`config.mk`:
```
export PLATFORM = sky130hd
export DESIGN_NAME = hls_sum
export DESIGN_NICKNAME = d
export VERILOG_FILES = /design/src/rtl/hls_pkg.sv /design/src/rtl/hls_sum.sv
export SDC_FILE = /design/constraint.sdc
export NUM_CORES = 1
export LEC_CHECK = 0
export BUFFER_PORTS_ARGS = -buffer_cell sky130_fd_sc_hd__buf_4
export CELL_PAD_IN_SITES_DETAIL_PLACEMENT = 1
export CELL_PAD_IN_SITES_GLOBAL_PLACEMENT = 2
export CORE_ASPECT_RATIO = 0.8
export CORE_MARGIN = 3
export CORE_UTILIZATION = 33
export DETAILED_ROUTE_END_ITERATION = 6
export PLACE_DENSITY = 0.81
export SYNTH_ARGS = -nofsm -noshare
export SYNTH_HDL_FRONTEND = slang
export SYNTH_SLANG_ARGS = --single-unit
```
`constraint.sdc`:
```
create_clock -name vclk -period 9.34
set_input_delay 1.868 -clock vclk [all_inputs]
set_output_delay 1.868 -clock vclk [all_outputs]
set_load 0.05 [all_outputs]
```
`src/rtl/hls_pkg.sv`:
```
package hls_pkg;

  // Field and register widths
  localparam int PIX_W     = 16;
  localparam int SUM_W     = 18;
  localparam int CFG_W     = 16;
  localparam int RLEN_W    = 11;
  localparam int DIM_W     = 16;
  localparam int CFG_IDX_W = 3;

  // Register indexes on the configuration port
  localparam logic [CFG_IDX_W-1:0] REG_SUM_MODE   = 3'd0;
  localparam logic [CFG_IDX_W-1:0] REG_ROW_LENGTH = 3'd1;
  localparam logic [CFG_IDX_W-1:0] REG_ROW_COUNT  = 3'd2;
  localparam logic [CFG_IDX_W-1:0] REG_BAND_COUNT = 3'd3;
  localparam logic [CFG_IDX_W-1:0] REG_MID_SAMPLE = 3'd4;

  // Local sum modes
  typedef enum logic [1:0] {
    MODE_WIDE_NBR   = 2'd0,
    MODE_NARROW_NBR = 2'd1,
    MODE_WIDE_COL   = 2'd2,
    MODE_NARROW_COL = 2'd3
  } sum_mode_t;

  // Position flags of one item
  typedef struct packed {
    logic r0;         // first row of the band
    logic x0;         // first column
    logic col_end;    // last column (or past it)
    logic zpos;       // band index above zero
    logic image_end;  // last sample of the image
  } pos_info_t;

endpackage

```
`src/rtl/hls_sum.sv`:
```
module hls_sum
  import hls_pkg::*;
#(
  parameter int SW = 16
) (
  input  sum_mode_t         mode,
  input  logic [PIX_W-1:0]  mid_sample,
  input  pos_info_t         info,
  input  logic [SW-1:0]     w,
  input  logic [SW-1:0]     nw,
  input  logic [SW-1:0]     n,
  input  logic [SW-1:0]     ne,
  input  logic [SW-1:0]     p,
  output logic [SUM_W-1:0]  local_sum
);

  logic [SUM_W-1:0] w_e, nw_e, n_e, ne_e, p_e, m4;

  assign w_e  = SUM_W'(w);
  assign nw_e = SUM_W'(nw);
  assign n_e  = SUM_W'(n);
  assign ne_e = SUM_W'(ne);
  assign p_e  = SUM_W'(p);
  assign m4   = {mid_sample, 2'b00};

  // Edge rules per mode; first sample of a band is always 4*mid
  always_comb begin
    local_sum = m4;
    if (!(info.r0 && info.x0)) begin
      case (mode)
        MODE_WIDE_NBR: begin
          if (info.r0)            local_sum = w_e << 2;
          else if (info.x0)       local_sum = (n_e + ne_e) << 1;
          else if (!info.col_end) local_sum = w_e + nw_e + n_e + ne_e;
          else                    local_sum = w_e + nw_e + (n_e << 1);
        end
        MODE_NARROW_NBR: begin
          if (info.r0)            local_sum = info.zpos ? (p_e << 2) : m4;
          else if (info.x0)       local_sum = (n_e + ne_e) << 1;
          else if (!info.col_end) local_sum = nw_e + (n_e << 1) + ne_e;
          else                    local_sum = (nw_e + n_e) << 1;
        end
        MODE_WIDE_COL: begin
          local_sum = info.r0 ? (w_e << 2) : (n_e << 2);
        end
        MODE_NARROW_COL: begin
          if (!info.r0)           local_sum = n_e << 2;
          else                    local_sum = info.zpos ? (p_e << 2) : m4;
        end
        default: local_sum = m4;
      endcase
    end
  end

endmodule

```
==> out/results.tsv, run 1 <==
stage	metric	value	unit
placement	I/O Buffers	120	
placement	RD Place Congestion	0.911	
floorplan	Die Wd	162	um
sta	RSZ-0062 raised after global routing	false	
logic_synthesis	compound-cell area share of the yosys netlist	33.0	%
floorplan	Starting Density	33.7	%
routing	drt drc	0	
cells_and_area	most frequent cells in the layout	buf_4 (124), ha_1 (97), nand2_1 (88)	
routing	drt wl/cell	21.4	um
cells_and_area	commonest non-fill, non-tap cell in the layout	buf_4	
grt	vias in the first global route	7001	
grt	global-route wire length before repair	40800	um
sta	setup TNS	0	ps
floorplan	IO Count	121	
sta	final setup fails	0	
logic_synthesis	Post-Syn Area per Cell	7.25	um^2
worst_setup_path	CP Max Fanout	4	
grt	M1 GR Usage	41.3	%
routing	Iteration-0 DRC Markers	419	
logic_synthesis	Synth Area in Simple Gates	19.0	%
routing	number of nets with antenna violations after routing	0	
routing	drt total wl	26500	um
sta	maximum clock frequency	111	MHz
outcome	status	complete, no violations	
grt	met2 Use GR	34.6	%
worst_setup_path	CP Data Arrival Time	7110	ps
logic_synthesis	XOR/XNOR share of the synthesized area	9.11	%
pwr	P_leak	3.48	nW
placement	placed cell area	0.00759	mm^2
grt	met3 GRT Util	2.05	%
cells_and_area	Final #Nets	1223	
cells_and_area	layout cell share with drive strength beyond 1	14.8	%
grt	Overflow after GRT	0	
logic_synthesis	Post-Syn Nets	1125	
floorplan	num rows	45	
logic_synthesis	Syn Inst Count	888	
cells_and_area	clock buffers	0	
floorplan	Die H	131	um
logic_synthesis	Yosys top cell by area	ha_1	
sta	Final Hold Viols	0	
cells_and_area	fin area	0.00759	mm^2
logic_synthesis	post-synth top area share	18.8	%
routing	Vias	7177	
hold_path	Hold Path Class	in -> out	
pwr	Power Density	121	mW/mm^2
worst_setup_path	CP Capture Type	output port	
cells_and_area	seq_cells	0	
run	Max-cap violations	0	
logic_synthesis	register area share after synthesis	0	%
logic_synthesis	adder-cell share of the synthesized area	30.3	%
sta	worst slew pin tran	874	ps
cells_and_area	Reg area	0	um^2
logic_synthesis	top cells by area, synth	ha_1 (19%), fa_1 (11%), a21oi_1 (6.0%)	
placement	hpwl dp	22600	um
worst_setup_path	CP startpoint kind	input port	
grt	grt peak-use layer	met1	
worst_setup_path	critical path required time	7470	ps
routing	via-per-instance ratio	5.78	
worst_setup_path	Setup CP Type	in -> out	
cells_and_area	ANT cells	0	
sta	fin crit share	96.2	%
cells_and_area	Syn-to-layout area delta	17.9	%
routing	1st-pass router iterations	5	
grt	Total GRT Usage	24.5	%
clocking	postcts setup bufs	0	
logic_synthesis	largest family of logic cells by synthesized area	compound AO/OA/AOI/OAI gates	
sta	max_slew headroom	41.4	%
logic_synthesis	Syn. warnings	0	
floorplan	Die Area	0.0212	mm^2
sta	Max Slew Vio Count	0	
logic_synthesis	Mapped Area	0.00644	mm^2
logic_synthesis	multiplexer share of the synthesized area	3.85	%
floorplan	core area	0.0191	mm^2
grt	initial antenna violation count	0	
pwr	Max VDD drop	40.3	uV
sta	Final min period	8980	ps
grt	largest net degree at the start of global routing	53	
logic_synthesis	Synth cell types	71	
power breakdown:
part / internal [mW] / switching [mW] / leakage (nW)
sequential: 0 / 0 / 0
combinational: 0.372 / 0.545 / 3.48
clock: 0 / 0 / 0
total: 0.372 / 0.545 / 3.48
cell families after synthesis:
logic type | Yosys count
buf+inv | 80
compound gates | 316
mux | 22
simple gates | 269
fa+ha+maj | 134
xor+xnor | 67
critical path, stage by stage:
cell and delay, ps:
buf_4 100, ha_1 190, inv_1 60, fa_1 410
nor2b_1 120, o21ai_0 120, a21oi_1 210, o21ai_0 180
a211oi_1 350, nor2_1 100, a211o_1 310, xnor2_1 310
fa_1 500, ha_1 380, nand2_1 90, or2_2 270
o221ai_1 280, o41a_1 190, xnor2_1 120, nor2_1 70
o31ai_1 470, a221oi_1 170, buf_4 220
per-layer routing:
metal | share of wire [%] | routed length, um
met1 | 54 | 14400
met2 | 38 | 10200
met3 | 7.0 | 1850
met4 | 0.37 | 97
met5 | 0 | 0
synthesized netlist by cell type (all sizes together), types with 17 or more instances:
| library cell | instances |
|---|---|
| a211oi | 17 |
| a21o | 26 |
| a21oi | 78 |
| clkbuf | 21 |
| fa | 37 |
| ha | 97 |
| inv | 49 |
| mux2i | 18 |
| nand2 | 89 |
| nand3 | 28 |
| nor2 | 73 |
| nor3 | 25 |
| o21ai | 66 |
| xnor2 | 43 |
| xor2 | 24 |
timing repair:
action,4_1_cts,5_1_grt
hold buffers,0,0
resized for setup,0,1
endpoints found under the setup margin,0,1
cell type report:
class | count | area, um^2
repair buffers | 124 | 931
well taps | 258 | 323
inverters | 52 | 195
multi-input cells | 808 | 6150
fillers | 2441 | 11500
metrics by stage:
step	hold WS, ps	cells	worst slack [ps]	util [%]	total power [mW]
final	4110	1242	357	39.8	0.917
after global routing	4120	1242	4.77	39.8	1.01
after CTS	4110	1242	412	39.8	0.907
after detailed placement	4100	1242	438	39.8	0.902
after global placement	4090	1242	526	39.8	0.893
after floorplan	4050	888	91.0	-	0.637
worst paths after layout:
kind	from	endpoint	slack [ps]	cells past startpoint
max	nw[0]	local_sum[16]	360	23
min	mid_sample[2]	local_sum[4]	4110	4
No activity file was read; power rests on OpenSTA's default activity.
==> run 2: changes to the inputs <==
Settings changed: ABC_AREA set to 1, CORE_UTILIZATION 33 to 31, PLACE_DENSITY 0.81 to 0.82.
==> out/results.tsv, run 2 <==
stage	metric	value	unit
outcome	status	complete, no violations	
pwr	P_leak	4.88	nW
hold_path	Hold Crit Depth	4	
logic_synthesis	Post-Syn Nets	1618	
clocking	Hold Buf Count CTS	0	
pwr	Max VDD drop	54.2	uV
floorplan	core area	0.0238	mm^2
pwr	Gate power share	100.0	%
pwr	Reg power frac	0	%
clocking	post-CTS resize count	0	
cells_and_area	commonest non-fill, non-tap cell in the layout	nand2_1	
logic_synthesis	Yosys top cell by area	nand2_1	
placement	DP Worst Slack	1420	ps
logic_synthesis	Post-Syn Area per Cell	5.55	um^2
placement	RD Place Congestion	0.886	
sta	max_slew headroom	37.4	%
sta	Max Slew Vio Count	0	
pwr	Sw Ratio	65.8	%
hold_path	Hold Path Class	in -> out	
routing	Vias	9573	
pwr	Switch Pwr	0.694	mW
run	Max-cap violations	0	
routing	drt drc	0	
grt	Total GRT Usage	26.4	%
pwr	Int Pwr	0.360	mW
sta	fin crit share	85.6	%
sta	final setup fails	0	
worst_setup_path	CP Data Arrival Time	6120	ps
sta	setup TNS	0	ps
grt	largest net degree at the start of global routing	46	
floorplan	Die Wd	182	um
clocking	postcts setup bufs	0	
cells_and_area	clock buffers	0	
routing	drt wl/cell	20.2	um
floorplan	num rows	50	
logic_synthesis	Synth cell types	51	
routing	number of nets with antenna violations after routing	0	
floorplan	Die Area	0.0267	mm^2
placement	placed cell area	0.00881	mm^2
floorplan	Die H	147	um
cells_and_area	Reg area	0	um^2
worst_setup_path	CP Capture Type	output port	
cells_and_area	Final #Nets	1711	
cells_and_area	seq_cells	0	
sta	setup ws final	1350	ps
logic_synthesis	register area share after synthesis	0	%
floorplan	Starting Density	32.2	%
logic_synthesis	Mapped Area	0.00766	mm^2
cells_and_area	layout cell share with drive strength beyond 1	11.0	%
worst_setup_path	critical path required time	7470	ps
sta	worst slew pin tran	938	ps
worst_setup_path	CP Max Fanout	5	
logic_synthesis	top cells by area, synth	nand2_1 (23%), ha_1 (16%), nand3_1 (10%)	
cells_and_area	Syn-to-layout area delta	15.0	%
logic_synthesis	Syn. warnings	0	
pwr	Clock Power Share	0	%
placement	hpwl dp	31500	um
floorplan	IO Count	121	
logic_synthesis	Syn Inst Count	1381	
sta	Final Hold Viols	0	
cells_and_area	fin area	0.00881	mm^2
worst_setup_path	CP startpoint kind	input port	
grt	Overflow after GRT	0	
sta	Final min period	7990	ps
routing	1st-pass router iterations	5	
sta	maximum clock frequency	125	MHz
routing	drt total wl	36100	um
cells_and_area	most frequent cells in the layout	nand2_1 (475), inv_1 (168), nand3_1 (154)	
logic_synthesis	post-synth top area share	23.3	%
pwr	Power Density	120	mW/mm^2
logic_synthesis	most numerous cell in the Yosys netlist	nand2_1	
grt	global-route wire length before repair	55600	um
logic_synthesis	Commonest cells post-synth	nand2_1 (475), inv_1 (168), nand3_1 (154)	
sta	RSZ-0062 raised after global routing	false	
worst_setup_path	Setup CP Type	in -> out	
routing	via-per-instance ratio	5.37	
cells_and_area	ANT cells	0	
placement	I/O Buffers	120	
grt	initial antenna violation count	2	
routing	Iteration-0 DRC Markers	653	
grt	vias in the first global route	9498	
==> run 2: through the flow <==
step / power [mW] / instances / utilization (%) / hold slack, ps
after floorplan: 0.718 / 1381 / - / 4060
after global placement: 1.01 / 1784 / 37.0 / 4100
after detailed placement: 1.04 / 1784 / 37.0 / 4110
after CTS: 1.04 / 1784 / 37.0 / 4110
after global routing: 1.19 / 1784 / 37.0 / 4120
final: 1.05 / 1784 / 37.0 / 4100
==> run 2: cell families after synthesis <==
family / count (synthesis) / synth area share (%)
compound gates: 222 / 16.2
xor+xnor: 21 / 2.50
fa+ha+maj: 134 / 25.5
buf+inv: 206 / 10.6
mux: 10 / 1.31
simple gates: 788 / 43.9
==> run 2: final timing paths <==
path	to	slack, ps	start
max	local_sum[15]	1350	nw[0]
min	local_sum[14]	4100	mid_sample[12]
==> run 2: power by group through the flow <==
stage,registers (mW),logic (mW),clock network [mW]
finish,0,1.05,0
global route,0,1.19,0
CTS,0,1.04,0
detailed placement,0,1.04,0
global placement,0,1.01,0
floorplan,0,0.718,0
==> run 2: layout make-up <==
| class | instances | area (um^2) |
|---|---|---|
| inverter | 175 | 657 |
| multi-input combinational | 1175 | 6850 |
| fill | 3317 | 15000 |
| tap | 312 | 390 |
| timing repair buffer | 122 | 916 |
==> run 2: critical path, stage by stage <==
cell and delay, ps:
buf_4 100, ha_1 190, inv_1 70, fa_1 430
o21ai_2 210, a21oi_2 100, o21bai_4 190, nand4_1 180
o2111ai_1 200, xor2_1 290, fa_1 460, ha_1 380
a21oi_1 170, o21ai_0 110, a21oi_1 260, nand2_1 120
nand2_1 70, nand3_1 70, nand2_1 90, nand2_1 60
nand2_1 80, nand2_1 50, nand2_1 60, nand2_1 50
nand2_1 50, buf_4 190
==> run 2: per-layer routing <==
| metal | up-vias | track usage, % | wire length, um |
|---|---|---|---|
| li1 | 4738 | - | - |
| met1 | 4592 | 42.4 | 19500 |
| met2 | 218 | 39.1 | 14500 |
| met3 | 25 | 1.07 | 1430 |
| met4 | 0 | 4.11 | 653 |
| met5 | - | 0 | 0 |
