File: src/rtl/hls_pkg.sv
package hls_pkg;

  // Field and register widths
  localparam int PIX_W     = 16;
  localparam int SUM_W     = 18;
  localparam int CFG_W     = 16;
  localparam int RLEN_W    = 11;
  localparam int DIM_W     = 16;
  localparam int CFG_IDX_W = 3;

  // Register indexes on the configuration port
  localparam logic [CFG_IDX_W-1:0] REG_SUM_MODE   = 3'd0;
  localparam logic [CFG_IDX_W-1:0] REG_ROW_LENGTH = 3'd1;
  localparam logic [CFG_IDX_W-1:0] REG_ROW_COUNT  = 3'd2;
  localparam logic [CFG_IDX_W-1:0] REG_BAND_COUNT = 3'd3;
  localparam logic [CFG_IDX_W-1:0] REG_MID_SAMPLE = 3'd4;

  // Local sum modes
  typedef enum logic [1:0] {
    MODE_WIDE_NBR   = 2'd0,
    MODE_NARROW_NBR = 2'd1,
    MODE_WIDE_COL   = 2'd2,
    MODE_NARROW_COL = 2'd3
  } sum_mode_t;

  // Position flags of one item
  typedef struct packed {
    logic r0;         // first row of the band
    logic x0;         // first column
    logic col_end;    // last column (or past it)
    logic zpos;       // band index above zero
    logic image_end;  // last sample of the image
  } pos_info_t;

endpackage

File: src/rtl/hls_pos_ctrl.sv
module hls_pos_ctrl
  import hls_pkg::*;
#(
  parameter int MAX_ROW_LENGTH = 1024
) (
  input  logic                              clk,
  input  logic                              rst,
  input  logic                              advance,
  input  logic [RLEN_W-1:0]                 row_length,
  input  logic [DIM_W-1:0]                  row_count,
  input  logic [DIM_W-1:0]                  band_count,
  output logic [$clog2(MAX_ROW_LENGTH)-1:0] x,
  output pos_info_t                         info
);

  localparam int AW = $clog2(MAX_ROW_LENGTH);
  localparam int LW = (AW + 1 > RLEN_W) ? AW + 1 : RLEN_W;

  logic [AW-1:0]    col;
  logic [DIM_W-1:0] row;
  logic [DIM_W-1:0] band;
  logic [LW-1:0]    rl;
  logic [AW-1:0]    last;
  logic [DIM_W-1:0] rows_last;
  logic [DIM_W-1:0] bands_last;
  logic             col_end;
  logic             row_end;
  logic             band_end;

  // Effective last column, row length clamped to [2, MAX_ROW_LENGTH]
  assign rl = LW'(row_length);
  always_comb begin
    if (rl < LW'(2)) begin
      last = AW'(1);
    end else if (rl > LW'(MAX_ROW_LENGTH)) begin
      last = AW'(MAX_ROW_LENGTH - 1);
    end else begin
      last = AW'(rl - LW'(1));
    end
  end

  // Zero rows or bands count as one
  assign rows_last  = (row_count == '0) ? '0 : row_count - DIM_W'(1);
  assign bands_last = (band_count == '0) ? '0 : band_count - DIM_W'(1);

  assign col_end  = (col >= last);
  assign row_end  = (row >= rows_last);
  assign band_end = (band >= bands_last);

  assign x              = col;
  assign info.r0        = (row == '0);
  assign info.x0        = (col == '0);
  assign info.col_end   = col_end;
  assign info.zpos      = (band != '0);
  assign info.image_end = col_end && row_end && band_end;

  // Raster position: column, then row, then band
  always_ff @(posedge clk) begin
    if (rst) begin
      col  <= '0;
      row  <= '0;
      band <= '0;
    end else if (advance) begin
      if (!col_end) begin
        col <= AW'(col + 1'b1);
      end else begin
        col <= '0;
        if (!row_end) begin
          row <= row + DIM_W'(1);
        end else begin
          row  <= '0;
          band <= band_end ? '0 : band + DIM_W'(1);
        end
      end
    end
  end

endmodule

File: config.mk
export PLATFORM = sky130hd
export DESIGN_NAME = hls_pos_ctrl
export DESIGN_NICKNAME = d
export VERILOG_FILES = /design/src/rtl/hls_pkg.sv /design/src/rtl/hls_pos_ctrl.sv
export SDC_FILE = /design/constraint.sdc
export NUM_CORES = 1
export LEC_CHECK = 0
export BUFFER_PORTS_ARGS = -buffer_cell sky130_fd_sc_hd__buf_2
export CAP_MARGIN = 0
export CORE_MARGIN = 2
export CORE_UTILIZATION = 53
export DETAILED_ROUTE_END_ITERATION = 16
export MAX_ROUTING_LAYER = met4
export PLACE_DENSITY = 0.81
export RECOVER_POWER = 100
export SLEW_MARGIN = 10
export SYNTH_ARGS = -nofsm -noshare
export SYNTH_HDL_FRONTEND = slang
export SYNTH_SLANG_ARGS = --single-unit
File: constraint.sdc
create_clock -name clk -period 3.75 [get_ports clk]
set_input_delay 0.375 -clock clk [delete_from_list [all_inputs] [get_ports clk]]
set_output_delay 0.375 -clock clk [all_outputs]
set_load 0.005 [all_outputs]
==> impl_metrics.yaml, run 1 <==
outcome:
  status: "completed"
sta:
  fin_crit_ns: 3.635
  finalSetupViolCount: 0
  min_period_over_period_pct: 96.94
  relSlewSlack_pct: 58.14
  fmax_mhz: 275.1
  slew_violations: 0
  skew_ns: 0.004958
  worst_pin_slew_ns: 0.6222
  holdWs_ns: 0.4770
  final-hold-violation-count: 0
  rsz0062_at_grt: "yes"
power_and_ir_drop:
  clkPwrFrac_pct: 33.6
  p_leak_nw: 2.072
  max-vdd-ir-drop_uv: 156.9
  p_seq_share_pct: 47.8
  powerDensity_nw_per_um2: 195.3
  p_sw_mw: 0.2880
  p_int_mw: 0.6601
  combPwrFrac_pct: 18.6
  switching_share_pct: 30.37
cts:
  cts_root_buf: "clkbuf_8"
  cts_max_path_buffers: 2
  cts_buffers: 5
  hold_buffers: 0
  insertion_delay_ns: 0.31
  cts_tree: "yes"
  cts.sinks: 42
  path_clk_slew_ns: 0.09
  h-tree-depth: 2
drt:
  drc: 0
  firstDrtPassIters: 5
  vias_per_cell: 5.982
  routedWlPerCell_um: 14.65
  ant_nets: 0
  drt_iter0_drc: 391
  routed_wl_um: 10500
  num_vias: 4289
synth:
  ys_types: 61
  synthesis.area_um2: 4150
  syn_inst: 540
  synth.net_count: 639
  ys_seq_elements: 42
  synthArstFlopShare_pct: 0
  syn_area_per_cell_um2: 7.686
  yosysWarnings: 0
  synth_edf_count: 0
  synth_ff_type: "dfxtp_1"
  ys_seq_area_share_pct: 20.26
placement:
  dp.final_hpwl_um: 8085
  place.gp.congestion: 0.9145
  io_buffers: 60
min_path:
  hold-path-endpoint: "x[1]"
  min_path_cells: 3
  worstHoldStart: "advance"
  hp-class: "input port to flip-flop"
final_layout:
  fin_util_pct: 63.48
  nFillCells: 704
  seqCellArea_um2: 840.8
  n_antenna_cell: 0
  drive_gt1_share_pct: 17.56
  syn_to_final_growth_pct: 16.97
  num-nets-final: 713
  multiInputGateArea_um2: 3179
floorplanning:
  rows: 32
  core-area_um2: 7647
  io_pins: 61
  die_x_um: 92.49
  fp.dieH_um: 92.49
  start_util_pct: 54.27
  die_area_um2: 8554
grt:
  grt_pass1_wl_um: 17750
  grt_pass1_vias: 3997
  antenna_found_initial: 0
  grtUsageTotal_pct: 25.57
  grt_max_degree: 28
  grt_overflow_total: 0
setup_path:
  cp_slowest_cell: "or4b_4"
  path_cells: "buf_6 -> inv_4 -> ha_4 -> nand2b_4 -> or4b_4 -> nor4_4 -> nand3b_1 -> xnor2_1 -> nand2_1 -> ha_4 -> nand4_1 -> inv_2 -> a221oi_4 -> o31a_1 -> nor3_2 -> buf_2"
  r2r_setup_slack_ns: 1.06
  crit_buf_inv: 4
  cp.required_ns: 3.38
  start_kind: "input port"
  timing.rr.end: "band[11]"
  crit_top_cell: "ha_4"
  crit_family: "simple AND/OR/NAND/NOR gates"
  r2r_start: "band[0]"
  critPathKind: "input port to output port"
  slowest_delay_ns: 0.51
  endpoint_kind: "output port"
  worstPathMaxFanout: 3
  arrival_ns: 3.26
  reg2reg_depth: 9
job:
  maxCapViolCount: 0
[placed cells by master (no fill, tap or decap), drive strengths merged, types with 4 or more instances in the layout]
cell,count
nand3,28
nand3b,5
nand4,23
nor2,47
a21o,5
buf,77
nor4,16
o31ai,5
o21ai,27
xor2,32
o211ai,4
nor3,25
dfxtp,42
clkbuf,12
a21oi,23
xnor2,16
and3,5
ha,53
nand2b,7
o2111ai,5
a31oi,9
inv,27
a211oi,9
nand2,63
o32ai,4
or3,5
[worst max path at each step]
stage / start / slack, ns / to / cells after the start
3_5_place_dp: row_count[0] / -0.1 / band[11] / 16
5_1_grt: row_count[1] / -0.05 / info[0] / 15
2_1_floorplan: row_count[0] / 0.16 / info[0] / 15
3_3_place_gp: band_count[3] / 0.09 / info[0] / 14
6_report: row_count[1] / 0.11 / info[0] / 16
4_1_cts: row_count[0] / 0.05 / info[0] / 16
[layer usage]
layer / share of wire (%) / vias up / track usage (%)
met5: 0 / - / -
li1: - / 2140 / -
met1: 45 / 2002 / 31.80
met2: 48 / 132 / 43.25
met3: 4.9 / 15 / 3.417
met4: 1.6 / 0 / 7.836
[layout make-up]
cell class | instances | share of cell area, %
timing repair buffer | 84 | 10.52
multi-input combinational | 455 | 65.49
sequential | 42 | 17.32
inverter | 26 | 2.113
tap | 102 | 2.629
clock buffer | 5 | 1.418
clock inverter | 3 | 0.5155
[power by group through the flow]
stage / sequential [mW] / combinational, mW / clock (mW)
after global placement: 0.463 / 0.157 / 0
final: 0.453 / 0.176 / 0.318
after CTS: 0.453 / 0.167 / 0.320
after global routing: 0.454 / 0.200 / 0.343
after detailed placement: 0.464 / 0.166 / 0
after floorplan: 0.462 / 0.0976 / 0
[synthesized netlist by cell type, types with 9 or more instances]
cell type | number | area [um2]
nand3_1 | 28 | 140.1
nor2_1 | 47 | 176.4
nor4_1 | 14 | 87.58
xor2_1 | 32 | 280.3
nor3_1 | 25 | 125.1
xnor2_1 | 16 | 140.1
a31oi_1 | 9 | 56.30
o21ai_0 | 26 | 130.1
inv_1 | 26 | 97.59
ha_1 | 53 | 663.1
nand4_1 | 23 | 143.9
dfxtp_1 | 42 | 840.8
nand2_1 | 63 | 236.5
a21oi_1 | 22 | 110.1
[worst reg2reg max path, stage by stage (launching register included)]
cell	delay, ns
dfxtp_1	0.41
inv_1	0.11
ha_1	0.29
nand2b_1	0.14
a2111oi_0	0.51
o21bai_1	0.25
a21oi_4	0.22
buf_4	0.19
or2b_1	0.23
a311oi_1	0.25
[timing repair]
item,in CTS,in global routing
pin swaps,0,10
setup buffers,1,6
gates resized for setup,2,15
setup endpoints to repair,1,1
[cell families after synthesis]
group / after synthesis / synth area share (%)
simple gates: 243 / 29.97
mux: 1 / 0.2412
buf+inv: 43 / 4.522
compound gates: 110 / 18.90
fa+ha+maj: 53 / 15.98
xor+xnor: 48 / 10.13
flops: 42 / 20.26
[per-stage QoR]
| stage | worst slack (ns) | total power [mW] | instances | setup TNS, ns | cell area (um2) |
|---|---|---|---|---|---|
| after floorplan | 0.1560 | 0.5597 | 540 | 0 | 4150 |
| after global placement | 0.08649 | 0.6200 | 702 | 0 | 4641 |
| after detailed placement | -0.09774 | 0.6292 | 702 | -0.5973 | 4641 |
| after CTS | 0.04542 | 0.9405 | 711 | 0 | 4755 |
| after global routing | -0.05092 | 0.9968 | 717 | -0.05092 | 4855 |
| final | 0.1148 | 0.9481 | 717 | 0 | 4855 |
[sequential cells by signal, indices dropped and copies added (netlist names)]
name and cells:
band 16, row 16, x 10
Power figures use the tool's default switching activity.
==> inputs of run 2 (changes only) <==
- ABC_AREA: not set -> 1
- CORE_UTILIZATION: 53 -> 54
==> impl_metrics.yaml, run 2 <==
floorplanning:
  rows: 33
  die_area_um2: 9330
  start_util_pct: 56.06
  core-area_um2: 8258
  die_x_um: 96.59
  io_pins: 61
  fp.dieH_um: 96.59
setup_path:
  arrival_ns: 3.51
  worstPathMaxFanout: 20
  path_cells: "clkbuf_1 -> inv_1 -> ha_1 -> inv_1 -> nor2_1 -> nand2_1 -> nor3_1 -> xor2_1 -> o21ai_0 -> ha_1 -> nand2_1 -> nor2_1 -> nand3_1 -> nand3_4 -> nand2_1 -> inv_4 -> nand2_4 -> nand2_4 -> inv_1 -> nand2_1 -> nand2_1"
  cp.required_ns: 3.94
  slowest_delay_ns: 0.36
  start_kind: "input port"
  endpoint_kind: "flip-flop"
  cp_slowest_cell: "nand2_1"
  critPathKind: "input port to flip-flop"
  crit_top_cell: "nand2_1"
grt:
  grt_pass1_vias: 4511
  grt_max_degree: 21
  grt_overflow_total: 0
  grtUsageTotal_pct: 25.88
  grt_pass1_wl_um: 19010
  antenna_found_initial: 0
cts:
  h-tree-depth: 2
  cts_root_buf: "clkbuf_8"
  cts_max_path_buffers: 2
  hold_buffers: 0
  cts.sinks: 42
  insertion_delay_ns: 0.30
  cts_tree: "yes"
  cts_buffers: 5
  path_clk_slew_ns: 0.08
synth:
  ys_types: 40
  syn_inst: 762
  ys_seq_elements: 42
  yosysWarnings: 0
  synth_common_cells: "nand2_1 (196), inv_1 (122), nor2_1 (99)"
  synthArstFlopShare_pct: 0
  ys_top_cells_by_area: "dfxtp_1 (18%), nand2_1 (16%), ha_1 (14%), inv_1 (9.9%), nor2_1 (8.0%)"
  synthesis.area_um2: 4629
  synth.net_count: 861
  yosysTopAreaCellShare_pct: 18.16
  synth_ff_type: "dfxtp_1"
  syn_area_per_cell_um2: 6.075
  yosysMostFrequentCell: "nand2_1"
  ys_seq_area_share_pct: 18.16
  synth_edf_count: 0
  synth_area_leader_cell: "dfxtp_1"
power_and_ir_drop:
  switching_share_pct: 29.09
  combPwrFrac_pct: 19.0
  p_int_mw: 0.6666
  max-vdd-ir-drop_uv: 147.5
  p_sw_mw: 0.2735
  p_leak_nw: 2.667
  p_seq_share_pct: 47.9
  clkPwrFrac_pct: 33.1
  powerDensity_nw_per_um2: 185.3
final_layout:
  layout_common_cells: "nand2_1 (197), inv_1 (123), nor2_1 (100)"
  n_antenna_cell: 0
  syn_to_final_growth_pct: 9.595
  drive_gt1_share_pct: 11.07
  layout_commonest_cell: "nand2_1"
  finalNonFillerCells: 927
  num-nets-final: 920
sta:
  min_period_over_period_pct: 88.57
  setup_tns_ns: 0
  worst_pin_slew_ns: 0.5940
  fmax_mhz: 301.1
  rsz0062_at_grt: "no"
  finalSetupViolCount: 0
  fin_crit_ns: 3.321
  finalWorstSetupSlack_ns: 0.4286
  holdWs_ns: 0.3732
  skew_ns: 0.01184
  slew_violations: 0
  relSlewSlack_pct: 60.31
  final-hold-violation-count: 0
placement:
  place.gp.congestion: 0.9176
  io_buffers: 60
  dp.cells: 918
  preCtsSetupSlack_ns: 0.2959
  dp.final_hpwl_um: 9117
drt:
  num_vias: 4986
  vias_per_cell: 5.379
  ant_nets: 0
  drt_iter0_drc: 331
  routedWlPerCell_um: 12.16
  drc: 0
  routed_wl_um: 11270
  firstDrtPassIters: 5
min_path:
  hp-class: "input port to flip-flop"
outcome:
  status: "completed"
job:
  maxCapViolCount: 0
run 2: logic make-up after synthesis:
kind of cell	after synthesis	synth area share (%)
AO/OA/AOI/OAI	58	7.216
adder cells (fa/ha/maj)	53	14.32
XOR/XNOR	28	5.297
AND/OR/NAND/NOR	445	43.05
buffers and inverters	136	11.95
flip-flops	42	18.16
run 2: metrics by stage:
stage | instance area, um2 | utilization, % | total power, mW
global route | 5074 | 61.44 | 0.9926
floorplan | 4629 | - | 0.5758
global placement | 4997 | 60.52 | 0.6318
finish | 5074 | 61.44 | 0.9401
CTS | 5092 | 61.67 | 0.9463
detailed placement | 4997 | 60.52 | 0.6396
run 2: power groups by stage:
stage	sequential (mW)	combinational, mW	clock (mW)
6_report	0.450	0.178	0.311
4_1_cts	0.450	0.180	0.316
3_3_place_gp	0.461	0.171	0
3_5_place_dp	0.461	0.179	0
5_1_grt	0.451	0.205	0.337
2_1_floorplan	0.460	0.115	0
run 2: final timing paths:
| path | slack (ns) | startpoint | end | cells after the start |
|---|---|---|---|---|
| min reg2reg | 0.51 | row[14] | row[14] | 2 |
| max | 0.43 | row_length[0] | band[15] | 21 |
| min | 0.37 | rst | row[14] | 2 |
| max reg2reg | 1.20 | x[3] | band[15] | 14 |
run 2: repair_timing:
item,4_1_cts,5_1_grt
buffers inserted,0,1
endpoints found under the setup margin,0,1
resized for setup,0,1
run 2: routing by layer:
layer,routed length (um),vias to the layer above,track usage (%)
met2,5360,141,45.43
met1,5083,2269,31.07
met5,0,-,-
met3,641,23,3.724
li1,-,2553,-
met4,184,0,6.925
run 2: critical path, delay by kind of cell:
family	cells	cell delay, ns
buffers and inverters	5	0.63
AO/OA/AOI/OAI	1	0.09
AND/OR/NAND/NOR	12	1.75
XOR/XNOR	1	0.16
adder cells (fa/ha/maj)	2	0.49
run 2: layout make-up:
cell class	count	area, um2
clock buffers	6	82.58
clock inverters	2	12.51
fillers	800	3184
inverters	125	471.7
multi-input cells	584	3222
flip-flops and latches	42	840.8
well taps	105	131.4
repair buffers	63	312.8
==> inputs of run 3 (changes only) <==
--- a/config.mk
+++ b/config.mk
@@ -12,2 +12,3 @@
 export CORE_UTILIZATION = 54
+export CTS_CLUSTER_SIZE = 28
 export DETAILED_ROUTE_END_ITERATION = 16
==> constraint.sdc (replaced) <==
create_clock -name clk -period 3.75 [get_ports clk]
set_input_delay 0.1875 -clock clk [delete_from_list [all_inputs] [get_ports clk]]
set_output_delay 0.1875 -clock clk [all_outputs]
set_load 0.005 [all_outputs]
==> impl_metrics.yaml, run 3 (synthesis results as in run 2) <==
outcome:
  status: "completed"
sta:
  finalSetupViolCount: 0
  fmax_mhz: 320.6
  min_period_over_period_pct: 83.17
  slew_violations: 0
  fin_crit_ns: 3.119
  rsz0062_at_grt: "no"
  setup_tns_ns: 0
  worst_pin_slew_ns: 0.5698
  skew_ns: 0.005823
  holdWs_ns: 0.2117
  final-hold-violation-count: 0
  relSlewSlack_pct: 61.90
  finalWorstSetupSlack_ns: 0.6310
final_layout:
  multiInputGateArea_um2: 3223
  seqCellArea_um2: 840.8
  layout_commonest_cell: "nand2_1"
  num-nets-final: 917
  syn_to_final_growth_pct: 9.459
  nFillCells: 796
  finalNonFillerCells: 924
  n_antenna_cell: 0
  drive_gt1_share_pct: 10.74
  layout_common_cells: "nand2_1 (196), inv_1 (122), nor2_1 (99)"
setup_path:
  crit_buf_inv: 5
  r2r_start: "x[0]"
  timing.rr.end: "band[9]"
  start_kind: "input port"
  critPathKind: "input port to flip-flop"
  worstPathMaxFanout: 23
  arrival_ns: 3.32
  crit_family: "simple AND/OR/NAND/NOR gates"
  reg2reg_depth: 15
  slowest_delay_ns: 0.30
  cp_slowest_cell: "ha_1"
  path_cells: "clkbuf_1 -> inv_1 -> ha_1 -> inv_1 -> nor2_1 -> nand2_1 -> nor3_1 -> xor2_1 -> o21ai_0 -> ha_1 -> nand2_1 -> nor2_1 -> nand3_1 -> nand3_1 -> nand2_4 -> inv_4 -> nand2_4 -> nand2_4 -> nand2_1 -> nand2_1 -> inv_1"
  r2r_setup_slack_ns: 1.25
  endpoint_kind: "flip-flop"
  cp.required_ns: 3.95
  crit_top_cell: "nand2_1"
power_and_ir_drop:
  p_int_mw: 0.7178
  max-vdd-ir-drop_uv: 143.4
  p_leak_nw: 2.663
  combPwrFrac_pct: 18.1
  switching_share_pct: 27.61
  clkPwrFrac_pct: 36.5
  p_seq_share_pct: 45.4
  p_sw_mw: 0.2738
  powerDensity_nw_per_um2: 195.7
  power_mw: 0.9916
drt:
  drt_iter0_drc: 246
  num_vias: 4891
  vias_per_cell: 5.293
  ant_nets: 0
  firstDrtPassIters: 4
  routedWlPerCell_um: 12.22
  drc: 0
  routed_wl_um: 11290
floorplanning:
  start_util_pct: 56.06
  die_area_um2: 9330
  io_pins: 61
  die_x_um: 96.59
  fp.dieH_um: 96.59
  core-area_um2: 8258
  rows: 33
grt:
  antenna_found_initial: 0
  grt_overflow_total: 0
  grtUsageTotal_pct: 26.48
  grt_pass1_wl_um: 19460
  grt_pass1_vias: 4620
  grt_max_degree: 24
placement:
  preCtsSetupSlack_ns: 0.4374
  place.gp.congestion: 0.9030
  dp.final_hpwl_um: 9255
  dp.cells: 916
  io_buffers: 60
cts:
  h-tree-depth: 2
  postCtsSetupBuffers: 0
  cts_resized: 0
  insertion_delay_ns: 0.30
  path_clk_slew_ns: 0.08
  hold_buffers: 0
  cts.sinks: 42
  cts_max_path_buffers: 2
  cts_tree: "yes"
  cts_buffers: 5
  cts_root_buf: "clkbuf_8"
min_path:
  worstHoldStart: "rst"
  min_path_cells: 2
  hp-class: "input port to flip-flop"
  hold-path-endpoint: "row[12]"
job:
  maxCapViolCount: 0
[run 3: cell type report]
class	instances	share of cell area, %
Clock buffer	7	1.506
Clock inverter	1	0.5926
Inverter	125	9.358
Multi-Input combinational cell	584	63.60
Sequential cell	42	16.59
Tap cell	105	2.593
Timing Repair Buffer	60	5.753
[run 3: power groups by stage]
stage | Combinational, mW | Clock [mW] | Sequential (mW)
detailed placement | 0.180 | 0 | 0.461
finish | 0.180 | 0.362 | 0.450
floorplan | 0.115 | 0 | 0.460
global placement | 0.170 | 0 | 0.461
global route | 0.208 | 0.387 | 0.451
CTS | 0.181 | 0.362 | 0.450
[run 3: how the worst max path moves through the flow]
stage,from,to,slack (ns),cells past startpoint
3_3_place_gp,row_length[0],band[10],0.56,21
5_1_grt,row_length[0],band[11],0.26,21
6_report,row_length[0],band[9],0.63,21
2_1_floorplan,row_count[0],band[10],1.18,22
4_1_cts,row_count[0],info[0],0.67,18
3_5_place_dp,row_count[0],band[11],0.44,22
[run 3: metrics by stage]
| step | area [um2] | util, % |
|---|---|---|
| final | 5067 | 61.36 |
| after global placement | 4982 | 60.33 |
| after floorplan | 4629 | - |
| after detailed placement | 4982 | 60.33 |
| after CTS | 5089 | 61.62 |
| after global routing | 5067 | 61.36 |
[run 3: routing by layer]
layer / wire [um] / vias to the layer above / global-route usage (%)
met3: 528 / 22 / 4.112
met4: 150 / 0 / 5.986
met1: 5230 / 2194 / 31.43
met2: 5376 / 119 / 47.22
li1: - / 2556 / -
met5: 0 / - / -
